--- src/hw/rtl/ihfs_pkg.sv ---
// ----------------------------------------------------------------------------
// ihfs_pkg
// Shared constants, format codes and types of the image header sniffer.
// ----------------------------------------------------------------------------
`default_nettype none

package ihfs_pkg;

  localparam int unsigned ByteW     = 8;
  localparam int unsigned FileSizeW = 31;
  localparam int unsigned CodeW     = 3;
  localparam int unsigned HdrKeep   = 18;
  localparam int unsigned HdrMin    = 12;
  localparam int unsigned CountW    = 5;
  localparam logic [CountW-1:0] CountMax = 5'd31;

  localparam logic [CodeW-1:0] CodeUnknown = 3'd0;
  localparam logic [CodeW-1:0] CodePng     = 3'd1;
  localparam logic [CodeW-1:0] CodeJpeg    = 3'd2;
  localparam logic [CodeW-1:0] CodeTga     = 3'd3;
  localparam logic [CodeW-1:0] CodePatch   = 3'd4;
  localparam logic [CodeW-1:0] CodeOther   = 3'd5;

  localparam logic [ByteW-1:0] PngMagic    = 8'h89;
  localparam logic [ByteW-1:0] JpegMarker  = 8'hFF;
  localparam logic [ByteW-1:0] JpegSoi     = 8'hD8;
  localparam logic [ByteW-1:0] JpegAppMin  = 8'hE0;
  localparam logic [ByteW-1:0] DdsHdrSize  = 8'd124;

  localparam logic [15:0] TgaMaxDim      = 16'd2048;
  localparam logic [15:0] PatchMaxWidth  = 16'd4096;
  localparam logic [15:0] PatchMaxHeight = 16'd1024;
  localparam logic signed [15:0] PatchMaxOfs = 16'sd4096;

  typedef logic [HdrKeep-1:0][ByteW-1:0] hdr_bytes_t;

  typedef struct packed {
    logic long_enough;
    logic full;
  } len_flags_t;

endpackage

`default_nettype wire

--- src/hw/rtl/ihfs_in_if.sv ---
// ----------------------------------------------------------------------------
// ihfs_in_if
// Header byte channel: one byte of the file header per item.
// ----------------------------------------------------------------------------
`default_nettype none

interface ihfs_in_if;
  import ihfs_pkg::*;

  logic                 valid;
  logic                 ready;
  logic [ByteW-1:0]     header_byte;
  logic                 last_byte;
  logic [FileSizeW-1:0] file_len;

  modport source (output valid, output header_byte, output last_byte, output file_len,
                  input ready);
  modport sink (input valid, input header_byte, input last_byte, input file_len,
                output ready);
endinterface

`default_nettype wire

--- src/hw/rtl/ihfs_out_if.sv ---
// ----------------------------------------------------------------------------
// ihfs_out_if
// Result channel: one format code per item.
// ----------------------------------------------------------------------------
`default_nettype none

interface ihfs_out_if;
  import ihfs_pkg::*;

  logic             valid;
  logic             ready;
  logic [CodeW-1:0] format_code;

  modport source (output valid, output format_code, input ready);
  modport sink (input valid, input format_code, output ready);
endinterface

`default_nettype wire

--- src/hw/rtl/ihfs_capture.sv ---
// ----------------------------------------------------------------------------
// ihfs_capture
// Keeps the first header bytes and a saturating byte count; presents the
// header as it stands including the byte being accepted.
// ----------------------------------------------------------------------------
`default_nettype none

module ihfs_capture (
  input  wire logic                            clk_i,
  input  wire logic                            rst_ni,
  input  wire logic                            accept_i,
  input  wire logic [ihfs_pkg::ByteW-1:0]      byte_i,
  input  wire logic                            last_i,
  output ihfs_pkg::hdr_bytes_t                 hdr_o,
  output ihfs_pkg::len_flags_t                 len_o
);
  import ihfs_pkg::*;

  logic [CountW-1:0] count_q, count_d;
  hdr_bytes_t        store_q;

  always_comb begin
    count_d = count_q;
    if (accept_i) begin
      if (last_i) begin
        count_d = '0;
      end else if (count_q != CountMax) begin
        count_d = count_q + 1'b1;
      end
    end
  end

  always_ff @(posedge clk_i or negedge rst_ni) begin
    if (!rst_ni) begin
      count_q <= '0;
    end else begin
      count_q <= count_d;
    end
  end

  for (genvar i = 0; i < HdrKeep; i++) begin : g_entry
    always_ff @(posedge clk_i) begin
      if (accept_i && (count_q == CountW'(i))) begin
        store_q[i] <= byte_i;
      end
    end
    assign hdr_o[i] = (count_q == CountW'(i)) ? byte_i : store_q[i];
  end

  // count includes the byte being accepted
  assign len_o.long_enough = (count_q >= CountW'(HdrMin - 1));
  assign len_o.full        = (count_q >= CountW'(HdrKeep - 1));

`ifndef NO_ASSERTIONS
  a_count_clears: assert property (@(posedge clk_i) disable iff (!rst_ni)
    accept_i && last_i |=> count_q == '0)
    else $error("byte count not cleared after final byte");

  a_count_steps: assert property (@(posedge clk_i) disable iff (!rst_ni)
    accept_i && !last_i && count_q != CountMax |=> count_q == $past(count_q) + 1'b1)
    else $error("byte count did not advance");

  a_count_holds: assert property (@(posedge clk_i) disable iff (!rst_ni)
    !accept_i |=> $stable(count_q))
    else $error("byte count moved without an item");
`endif

endmodule

`default_nettype wire

--- src/hw/rtl/ihfs_classify.sv ---
// ----------------------------------------------------------------------------
// ihfs_classify
// Format decision from the header bytes, the byte count and the file size.
// ----------------------------------------------------------------------------
`default_nettype none

module ihfs_classify (
  input  wire ihfs_pkg::hdr_bytes_t            hdr_i,
  input  wire ihfs_pkg::len_flags_t            len_i,
  input  wire logic [ihfs_pkg::FileSizeW-1:0]  file_len_i,
  output logic [ihfs_pkg::CodeW-1:0]           code_o
);
  import ihfs_pkg::*;

  logic              is_png, is_jpeg, is_gif, is_dds, is_tga, is_patch;
  logic [15:0]       tga_w, tga_h, pat_w, pat_h;
  logic [ByteW-1:0]  tga_it, tga_d;
  logic signed [15:0] pat_ox, pat_oy;
  logic [FileSizeW-1:0] pat_min_size;

  assign is_png = (hdr_i[0] == PngMagic) && (hdr_i[1] == "P") && (hdr_i[2] == "N")
               && (hdr_i[3] == "G") && (hdr_i[4] == 8'h0D) && (hdr_i[5] == 8'h0A);

  assign is_jpeg = (hdr_i[0] == JpegMarker) && (hdr_i[1] == JpegSoi)
                && (hdr_i[2] == JpegMarker) && (hdr_i[3] >= JpegAppMin)
                && (((hdr_i[6] == "J") && (hdr_i[7] == "F"))
                 || ((hdr_i[6] == "E") && (hdr_i[7] == "x")));

  assign is_gif = (hdr_i[0] == "G") && (hdr_i[1] == "I") && (hdr_i[2] == "F")
               && (hdr_i[3] == "8") && (hdr_i[4] >= "7") && (hdr_i[4] <= "9")
               && (hdr_i[5] == "a");

  assign is_dds = (hdr_i[0] == "D") && (hdr_i[1] == "D") && (hdr_i[2] == "S")
               && (hdr_i[3] == 8'h20) && (hdr_i[4] == DdsHdrSize)
               && (hdr_i[5] == 8'h00) && (hdr_i[6] == 8'h00);

  assign tga_w  = {hdr_i[13], hdr_i[12]};
  assign tga_h  = {hdr_i[15], hdr_i[14]};
  assign tga_it = hdr_i[2] | 8'h08;
  assign tga_d  = hdr_i[16];

  assign is_tga = len_i.full
               && (tga_w != '0) && (tga_w <= TgaMaxDim)
               && (tga_h != '0) && (tga_h <= TgaMaxDim)
               && (hdr_i[1] <= 8'd1)
               && (tga_it <= 8'd11)
               && ((tga_d == 8'd8) || (tga_d == 8'd15) || (tga_d == 8'd16)
                || (tga_d == 8'd24) || (tga_d == 8'd32));

  assign pat_w  = {hdr_i[1], hdr_i[0]};
  assign pat_h  = {hdr_i[3], hdr_i[2]};
  assign pat_ox = {hdr_i[5], hdr_i[4]};
  assign pat_oy = {hdr_i[7], hdr_i[6]};
  assign pat_min_size = {{(FileSizeW-18){1'b0}}, pat_w, 2'b00};

  assign is_patch = (pat_w != '0) && (pat_w <= PatchMaxWidth)
                 && (pat_h != '0) && (pat_h <= PatchMaxHeight)
                 && (pat_ox >= -PatchMaxOfs) && (pat_ox <= PatchMaxOfs)
                 && (pat_oy >= -PatchMaxOfs) && (pat_oy <= PatchMaxOfs)
                 && (file_len_i > pat_min_size);

  always_comb begin
    if (!len_i.long_enough) begin
      code_o = CodeUnknown;
    end else if (is_png) begin
      code_o = CodePng;
    end else if (is_jpeg) begin
      code_o = CodeJpeg;
    end else if (is_gif || is_dds) begin
      code_o = CodeOther;
    end else if (is_tga) begin
      code_o = CodeTga;
    end else if (is_patch) begin
      code_o = CodePatch;
    end else begin
      code_o = CodeUnknown;
    end
  end

endmodule

`default_nettype wire

--- src/hw/rtl/ihfs_out_reg.sv ---
// ----------------------------------------------------------------------------
// ihfs_out_reg
// Result register holding one format code until it is taken.
// ----------------------------------------------------------------------------
`default_nettype none

module ihfs_out_reg (
  input  wire logic                        clk_i,
  input  wire logic                        rst_ni,
  input  wire logic                        load_i,
  input  wire logic [ihfs_pkg::CodeW-1:0]  code_i,
  input  wire logic                        ready_i,
  output logic                             valid_o,
  output logic [ihfs_pkg::CodeW-1:0]       code_o
);
  import ihfs_pkg::*;

  logic             valid_q, valid_d;
  logic [CodeW-1:0] code_q;

  always_comb begin
    valid_d = valid_q;
    if (load_i) begin
      valid_d = 1'b1;
    end else if (ready_i) begin
      valid_d = 1'b0;
    end
  end

  always_ff @(posedge clk_i or negedge rst_ni) begin
    if (!rst_ni) begin
      valid_q <= 1'b0;
    end else begin
      valid_q <= valid_d;
    end
  end

  always_ff @(posedge clk_i) begin
    if (load_i) begin
      code_q <= code_i;
    end
  end

  assign valid_o = valid_q;
  assign code_o  = code_q;

endmodule

`default_nettype wire

--- src/hw/rtl/image_header_format_sniffer_top.sv ---
// ----------------------------------------------------------------------------
// image_header_format_sniffer_top
// Image format detection from the leading bytes of a file.
// ----------------------------------------------------------------------------
// Takes one header byte per cycle, with no gaps needed between files. The
// format code of a file appears on the result channel in the cycle after its
// final byte is accepted and is held in a single output register until
// taken; the byte channel stalls only while that register is full and not
// being drained. The decision is made in the cycle the final byte arrives,
// from the first eighteen stored bytes, the byte count and the file size.
// ----------------------------------------------------------------------------
`default_nettype none

module image_header_format_sniffer_top (
  input  wire logic   clk_i,
  input  wire logic   rst_ni,
  ihfs_in_if.sink     in_i,
  ihfs_out_if.source  out_o
);
  import ihfs_pkg::*;

  logic             in_ready;
  logic             in_accept;
  logic             out_valid;
  logic             load;
  logic [CodeW-1:0] code;
  logic [CodeW-1:0] out_code;
  hdr_bytes_t       hdr;
  len_flags_t       len_flags;

  assign in_ready  = !out_valid || out_o.ready;
  assign in_accept = in_i.valid && in_ready;
  assign load      = in_accept && in_i.last_byte;

  assign in_i.ready = in_ready;

  ihfs_capture u_capture (
    .clk_i    (clk_i),
    .rst_ni   (rst_ni),
    .accept_i (in_accept),
    .byte_i   (in_i.header_byte),
    .last_i   (in_i.last_byte),
    .hdr_o    (hdr),
    .len_o    (len_flags)
  );

  ihfs_classify u_classify (
    .hdr_i      (hdr),
    .len_i      (len_flags),
    .file_len_i (in_i.file_len),
    .code_o     (code)
  );

  ihfs_out_reg u_out_reg (
    .clk_i   (clk_i),
    .rst_ni  (rst_ni),
    .load_i  (load),
    .code_i  (code),
    .ready_i (out_o.ready),
    .valid_o (out_valid),
    .code_o  (out_code)
  );

  assign out_o.valid       = out_valid;
  assign out_o.format_code = out_code;

`ifndef NO_ASSERTIONS
  a_result_follows: assert property (@(posedge clk_i) disable iff (!rst_ni)
    load |=> out_valid)
    else $error("final byte gave no result");

  a_no_overwrite: assert property (@(posedge clk_i) disable iff (!rst_ni)
    out_valid && !out_o.ready |-> !in_ready)
    else $error("input open while a result is stalled");

  a_code_range: assert property (@(posedge clk_i) disable iff (!rst_ni)
    out_valid |-> out_code <= CodeOther)
    else $error("format code out of range");
`endif

endmodule

`default_nettype wire
--- src/flat_wrapper.sv ---
// flat-port wrapper written by rule: the top's interface ports become plain ports
module image_header_format_sniffer_top_flat import ihfs_pkg::*;
  (clk_i, rst_ni, in_i_valid, in_i_header_byte, in_i_last_byte, in_i_file_len, in_i_ready, out_o_valid, out_o_format_code, out_o_ready);
  ihfs_in_if in_i_i ();
  ihfs_out_if out_o_i ();
  input  wire logic clk_i;
  input  wire logic rst_ni;
  input wire logic [$bits(in_i_i.valid)-1:0] in_i_valid;
  input wire logic [$bits(in_i_i.header_byte)-1:0] in_i_header_byte;
  input wire logic [$bits(in_i_i.last_byte)-1:0] in_i_last_byte;
  input wire logic [$bits(in_i_i.file_len)-1:0] in_i_file_len;
  output wire logic [$bits(in_i_i.ready)-1:0] in_i_ready;
  output wire logic [$bits(out_o_i.valid)-1:0] out_o_valid;
  output wire logic [$bits(out_o_i.format_code)-1:0] out_o_format_code;
  input wire logic [$bits(out_o_i.ready)-1:0] out_o_ready;
  assign in_i_i.valid = in_i_valid;
  assign in_i_i.header_byte = in_i_header_byte;
  assign in_i_i.last_byte = in_i_last_byte;
  assign in_i_i.file_len = in_i_file_len;
  assign in_i_ready = in_i_i.ready;
  assign out_o_valid = out_o_i.valid;
  assign out_o_format_code = out_o_i.format_code;
  assign out_o_i.ready = out_o_ready;
  image_header_format_sniffer_top u_core (.clk_i(clk_i), .rst_ni(rst_ni), .in_i(in_i_i), .out_o(out_o_i));
endmodule
--- config.mk ---
export PLATFORM = sky130hd
export DESIGN_NAME = image_header_format_sniffer_top_flat
export DESIGN_NICKNAME = d
export VERILOG_FILES = /design/src/hw/rtl/ihfs_pkg.sv /design/src/hw/rtl/ihfs_in_if.sv /design/src/hw/rtl/ihfs_out_if.sv /design/src/hw/rtl/ihfs_capture.sv /design/src/hw/rtl/ihfs_classify.sv /design/src/hw/rtl/ihfs_out_reg.sv /design/src/hw/rtl/image_header_format_sniffer_top.sv /design/src/flat_wrapper.sv
export SDC_FILE = /design/constraint.sdc
export NUM_CORES = 1
export LEC_CHECK = 0
export ABC_AREA = 0
export BUFFER_PORTS_ARGS = -buffer_cell sky130_fd_sc_hd__buf_2
export CAP_MARGIN = 20
export CELL_PAD_IN_SITES_DETAIL_PLACEMENT = 1
export CELL_PAD_IN_SITES_GLOBAL_PLACEMENT = 1
export CORE_MARGIN = 1
export CORE_UTILIZATION = 31
export CTS_CLUSTER_DIAMETER = 100
export DETAILED_ROUTE_END_ITERATION = 8
export GPL_ROUTABILITY_DRIVEN = 0
export GPL_TIMING_DRIVEN = 0
export PLACE_DENSITY_LB_ADDON = 0.05
export SLEW_MARGIN = 10
export SYNTH_ARGS = -nofsm -noshare
export SYNTH_HDL_FRONTEND = slang
export SYNTH_SLANG_ARGS = --single-unit
--- constraint.sdc ---
create_clock -name clk_i -period 3.67 [get_ports clk_i]
set_input_delay 0.1835 -clock clk_i [delete_from_list [all_inputs] [get_ports clk_i]]
set_output_delay 0.1835 -clock clk_i [all_outputs]
set_load 0.01 [all_outputs]
After elaboration in Yosys (flattened, before gate mapping)
Index checks and enable logic that the tools add are counted.
{ "totals": {"regBits": 113, "mem_bits_rw": 0, "elab_cells": 172, "out_inout_bits": 5, "inputBits": 44, "latch_bits": 0, "memories": 0, "rom_bits": 0} }
{ "classes": {"n_div": 0, "n_reduce_logical": 73, "n_bitwise": 1, "mul": 0, "eq_ne": 41, "order_cmp": 16, "muxes": 22, "n_addsub": 1, "shifts": 0} }
{ "op_table": {"columns": ["cell", "count"], "rows": [
  ["8-bit by 7-bit == test with 1-bit output, second input constant", 15],
  ["8-bit two-way mux", 13],
  ["16-bit nonzero test", 4],
  ["1-bit logical AND", 53],
  ["8-bit by 4-bit == test with 1-bit output, second input constant", 4],
  ["8-bit == test, second input constant", 4],
  ["16-bit by 13-bit >= comparator with 1-bit output, second input constant", 2],
  ["16-bit by 12-bit less-or-equal comparator with 1-bit output, second input constant", 2],
  ["16-bit by 14-bit less-or-equal comparator with 1-bit output, second input constant", 2],
  ["31-bit by 18-bit > comparator with 1-bit output", 1],
  ["8-bit by 6-bit == test with 1-bit output, second input constant", 3],
  ["5-bit by 3-bit == test with 1-bit output, second input constant", 4],
  ["5-bit by 4-bit == test with 1-bit output, second input constant", 4],
  ["8-bit by 5-bit == test with 1-bit output, second input constant", 2],
  ["16-bit by 11-bit less-or-equal comparator with 1-bit output, second input constant", 1],
  ["16-bit by 13-bit less-or-equal comparator with 1-bit output, second input constant", 1],
  ["8-bit zero test", 2],
  ["5-bit by 2-bit == test with 1-bit output, second input constant", 2],
  ["5-bit two-way mux", 2],
  ["3-bit two-way mux", 3],
  ["8-bit by 6-bit >= comparator with 1-bit output, second input constant", 1],
  ["8-bit >= comparator, second input constant", 1],
  ["8-bit by 1-bit less-or-equal comparator with 1-bit output, second input constant", 1],
  ["8-bit by 4-bit less-or-equal comparator with 1-bit output, second input constant", 1],
  ["other kinds (17)", 26]
]} }

Logic depth before layout (Yosys ltp)
{ "logic_depth": {"word_depth": 16, "depth_mapped": 14} }

Hierarchy
A second synthesis with hierarchy kept.
{ "unflattened": {"hier_cells": 579, "area_unflattened_um2": 8125.3} }
{ "by_module_without_submodules": {"columns": ["module", "cells_each", "seq_area_each_um2", "area_per_inst_um2", "n_inst"], "rows": [
  ["ihfs_capture", 395, 4449.3, 6807.8, 1],
  ["ihfs_classify", 175, 0.0, 1164.9, 1],
  ["ihfs_out_reg", 6, 115.1, 126.4, 1],
  ["image_header_format_sniffer_top", 3, 0.0, 26.3, 1]
]} }

Worst setup path after synthesis
OpenSTA, ideal clock, no wires.
{ "synth_timing": {"path_kind": "register to register", "start": "register u_core.u_capture.count_q[0]", "end": "register u_core.u_out_reg.code_q[2], in the netlist u_core.u_out_reg.code_o[2] (data pin)", "setup_slack_ns": 0.397, "path_stages_with_launch": 15, "period_less_slack_ns": 3.273, "arrival_time_ns": 3.011, "path_cell_list": "dfrtp_1 inv_1 ha_1 nor4b_4 buf_6 mux2i_1 ha_1 nand3_1 o21bai_1 maj3_1 nor2_1 o21bai_1 a221o_1 a41oi_1 nor3_2"} }
{ "synth_between": {"elab_chain_cells": 14, "elab_cells_between_ends": 125, "cone_classes": "order compare (16); eq/ne (40); mux (16); bitwise (1); reduce/logical (52)"} }
{ "synth_lines": {"columns": ["item", "line", "text"], "rows": [
  ["start, declared", "ihfs_capture.sv:19", "logic [CountW-1:0] count_q, count_d;"],
  ["start signal, assigned", "ihfs_capture.sv:37", "count_q <= count_d;"],
  ["5-bit by 1-bit == test with 1-bit output / 5-bit zero test (equally long branches)", "ihfs_capture.sv:47", "assign hdr_o[i] = (count_q == CountW'(i)) ? byte_i : store_q[i];"],
  ["8-bit two-way mux", "ihfs_capture.sv:47", null],
  ["16-bit by 13-bit less-or-equal comparator with 1-bit output / 16-bit nonzero test (equally long branches)", "ihfs_classify.sv:56", "assign is_patch = (pat_w != '0) && (pat_w <= PatchMaxWidth)"],
  ["1-bit logical AND", "ihfs_classify.sv:56", null],
  ["1-bit logical AND (2 in a row)", "ihfs_classify.sv:57", "&& (pat_h != '0) && (pat_h <= PatchMaxHeight)"],
  ["1-bit logical AND (2 in a row)", "ihfs_classify.sv:58", "&& (pat_ox >= -PatchMaxOfs) && (pat_ox <= PatchMaxOfs)"],
  ["1-bit logical AND (2 in a row)", "ihfs_classify.sv:59", "&& (pat_oy >= -PatchMaxOfs) && (pat_oy <= PatchMaxOfs)"],
  ["1-bit logical AND", "ihfs_classify.sv:60", "&& (file_len_i > pat_min_size);"],
  ["3-bit two-way mux", "ihfs_classify.sv:73", "end else if (is_patch) begin"],
  ["3-bit two-way mux", "ihfs_classify.sv:71", "end else if (is_tga) begin"],
  ["3-bit two-way mux", "ihfs_classify.sv:69", "end else if (is_gif || is_dds) begin"],
  ["end signal, assigned", "ihfs_out_reg.sv:40", "code_q <= code_i;"],
  ["end, declared", "ihfs_out_reg.sv:19", "logic [CodeW-1:0] code_q;"]
]} }
Several ways; a longest one is shown, not always the timed one.
A chain may end at the register's enable or synchronous reset.

Final worst setup path
{ "layout_timing": {"start": "register u_core.u_capture.count_q[3]", "end": "register u_core.u_out_reg.code_q[2], in the netlist u_core.u_out_reg.code_o[2] (data pin)"} }
The elaborated chain is that of the path after synthesis.

==> impl_metrics.yaml <==
critical_path:
  crit_arrival_ps: 3700
  setup.worst_path.start: "u_core.u_capture.count_q[3]$_DFFE_PN0P_"
  cp-start-kind: "flop"
  path_max_fanout: 10
  endpoint_kind: "flop"
  cp_data_required_time_ps: 3830
  timing.rr.start: "u_core.u_capture.count_q[3]$_DFFE_PN0P_"
  worst-setup-path-type: "flop to flop"
floorplan:
  placement_rows: 51
  initial_core_utilization_pct: 31.6
  fp.coreArea_mm2: 0.0195
  die_x_um: 143
  io_pins: 49
  die_area_mm2: 0.0205
  die_height_um: 143
placed_design:
  detailed_place.area_mm2: 0.00677
  port_bufs: 48
  detailed_place_hpwl_mm: 16.2
  place_worst_setup_slack_ps: -620
  dpl.cell_count: 863
drt:
  post_drt_wl_per_cell_um: 25.3
  wirelength_mm: 22.9
  final_antenna_net_count: 0
  route.met3.wl_mm: 1.06
  drcViolationCount: 0
  initialDrtViolationCount: 277
  via_per_inst: 5.58
  top_layer_used: "met4"
  detailroute.via_count: 5049
  wirelength_met1_mm: 10.9
  wl_met2_mm: 10.2
  drt-pass1-iter-count: 5
sta:
  post_route_worst_setup_slack_ps: 134
  fin_worst_skew_ps: 14.3
  timing.fmax_mhz: 283
  final.setup.tns_ps: 0
  finalCriticalPeriod_ps: 3540
  final-hold-violation-count: 0
  final.period_utilization_pct: 96.3
  timing_max_transition_violations_final: 0
  rsz_0062_raised_after_global_routing: "false"
  fin_worst_hold_slack_ps: 54.8
  slew_headroom_pct: 41.5
  tightestPinTransition_ps: 870
  setup_failing_eps_final: 0
grt:
  grt_pass1_wl_mm: 34.2
  grt_overflow: 0
  first_global_vias: 5346
  grt_antenna_before_repair: 0
  groute.usage.overall_pct: 23.9
  grt_max_degree: 20
finish:
  num_antenna_cells: 0
  final_layout_size_suffix_gt1_share_pct: 22.2
  instances_no_fill: 905
  final_core_utilization_pct: 39.3
  finished_cell_area_mm2: 0.00768
  final_nets: 691
  area.growth.synth_to_final_pct: 24.3
logic_synthesis:
  synthesis.instances: 549
  synth.cell_area_mm2: 0.00618
  synth-edff-count: 107
  ys_top_cells_by_count: "sky130_fd_sc_hd__edfxtp_1 (107), sky130_fd_sc_hd__nor2_1 (50), sky130_fd_sc_hd__nand2_1 (41)"
  synth-async-reset-ratio_pct: 5.31
  post_synth.cell_area_avg_um2: 11.3
  synth.most_common_cell: "sky130_fd_sc_hd__edfxtp_1"
  synthDominantAreaCellType: "sky130_fd_sc_hd__edfxtp_1"
  synth_fp_nets: 613
  ys_seq_area_share_pct: 54.4
  ys_warn_count: 0
  synthDistinctLibCells: 63
  yosys_register_bits: 113
  synth_top_cells_by_area: "sky130_fd_sc_hd__edfxtp_1 (52%), sky130_fd_sc_hd__mux2i_1 (5.2%), sky130_fd_sc_hd__ha_1 (4.0%), sky130_fd_sc_hd__nor2_1 (3.0%), sky130_fd_sc_hd__nor4_1 (2.7%)"
  synthFlopType: "sky130_fd_sc_hd__edfxtp_1"
  synthDominantCellAreaShare_pct: 52.0
clock_tree:
  clock_sinks: 113
  clock_insertion_delay_worst_skew_ps: 430
  cts_tree: "yes"
  clock_tree.root_cell: "sky130_fd_sc_hd__clkbuf_16"
  cts_buffer_depth: 2
  path_clk_slew_ps: 60
  count_of_h_tree_levels_built_during_cts: 4
  cts_buffers: 17
power:
  total_switching_power_mw: 1.09
  power.density_mw_per_mm2: 506
  seqPwrFrac_pct: 38.4
  max-vdd-ir-drop_mv: 0.467
  total_power_mw: 3.88
  p_int_mw: 2.79
  power.static_leakage_nw: 2.61
  sw_frac_of_total_pct: 28.2
  clock_power_share_pct: 45.2
  pwr-share-comb_pct: 16.4
job:
  drv.max_cap_violation_count: 0
min_path:
  hp-start: "in_i_last_byte"
  hold_path_class: "input pin to flop"
outcome:
  outcome: "finished clean"
## registers in the layout, summed over array words and instances (netlist names)
signal,cells
u_core.u_out_reg.valid_o,1
u_core.u_capture.count_q,5
u_core.u_capture.store_q,104
u_core.u_out_reg.code_o,3
## worst paths after layout
check | to | slack [ps] | depth (start not counted)
worst max-delay path | u_core.u_out_reg.code_o[2]$_SDFFCE_PP0P_ | 130 | 12
worst min-delay path | u_core.u_out_reg.valid_o$_DFFE_PN0P_ | 50 | 3
worst max register to register | u_core.u_out_reg.code_o[2]$_SDFFCE_PP0P_ | 130 | 12
worst min register to register | u_core.u_capture.count_q[0]$_DFFE_PN0P_ | 630 | 1
max in group asynchronous | u_core.u_capture.count_q[0]$_DFFE_PN0P_ | 3400 | 2
min in group asynchronous | u_core.u_capture.count_q[1]$_DFFE_PN0P_ | 110 | 2
## layout by cell type (no fill, tap or decap), drive strengths merged, types with 4 or more instances in the layout
cell     synthesis  final
a21oi           18     18
nor2b            6      6
or3              4      4
nor3b            5      5
nor4            29     29
ha              20     20
nand4            9      9
buf             10     67
mux2i           32     32
a2111oi          5      5
nand2b           4      4
o31ai            4      4
o21ai           20     20
clkbuf          25     42
nand2           41     41
edfxtp         107    107
a31oi            7      7
mux2             7      7
nor4bb           5      5
nor4b            7      7
nand3           19     19
and3            10     10
clkinv           0      4
inv             10     17
or4              6      6
dfrtp            6      6
nor3            33     33
nor2            50     50
## cell type report
class                      instances  area, um2
timing repair buffer              59        329
buffer                            35        174
sequential                       113       3360
multi-input combinational        391       2820
clock inverter                    15        196
fill                            2157      11800
inverter                          10       37.5
tap                              265        332
clock buffer                      17        425
## worst max-delay path, cell delays in order (launching register included)
cell                        delay (ps)
sky130_fd_sc_hd__dfrtp_1           440
sky130_fd_sc_hd__clkbuf_4          220
sky130_fd_sc_hd__clkbuf_4          210
sky130_fd_sc_hd__and3_1            240
sky130_fd_sc_hd__ha_4              220
sky130_fd_sc_hd__or4_4             560
sky130_fd_sc_hd__o2bb2ai_4         200
sky130_fd_sc_hd__nor3b_1           200
sky130_fd_sc_hd__nand4_1           200
sky130_fd_sc_hd__nor4_4            310
sky130_fd_sc_hd__nor2_1            120
sky130_fd_sc_hd__a41oi_2           260
sky130_fd_sc_hd__nor3_2             70
## power groups by stage
stage	Sequential, mW	Combinational (mW)	Clock [mW]
finish	1.49	0.637	1.76
CTS	1.49	0.598	1.79
detailed placement	1.51	0.534	0
global route	1.49	0.684	1.84
global placement	1.51	0.524	0
floorplan	1.50	0.319	0
## layer usage
layer / vias to the layer above / track usage [%]
li1: 2315 / -
met1: 2516 / 32.2
met2: 175 / 36.5
met3: 43 / 5.23
met4: 0 / 11.1
met5: - / 0
## logic make-up (layout without fill, tap and decap cells)
group	count (synthesis)	count (layout)	share of synthesized area (%)
adders and majority gates	22	22	4.37
buffers and inverters	45	136	3.14
and+or+nand+nor	247	247	22.5
AOI/OAI and AO/OA	81	81	8.83
DFF	113	113	54.4
muxes	39	39	6.46
xor gates and xnor gates	2	2	0.284
## timing repair
item	CTS	global route
gates resized for setup	25	16
hold endpoints to repair	6	0
pin swaps	2	2
cloned	1	0
buffers inserted	6	2
endpoints found under the setup margin	3	2
hold buffers	1	0
No activity file was read; power rests on OpenSTA's default activity.
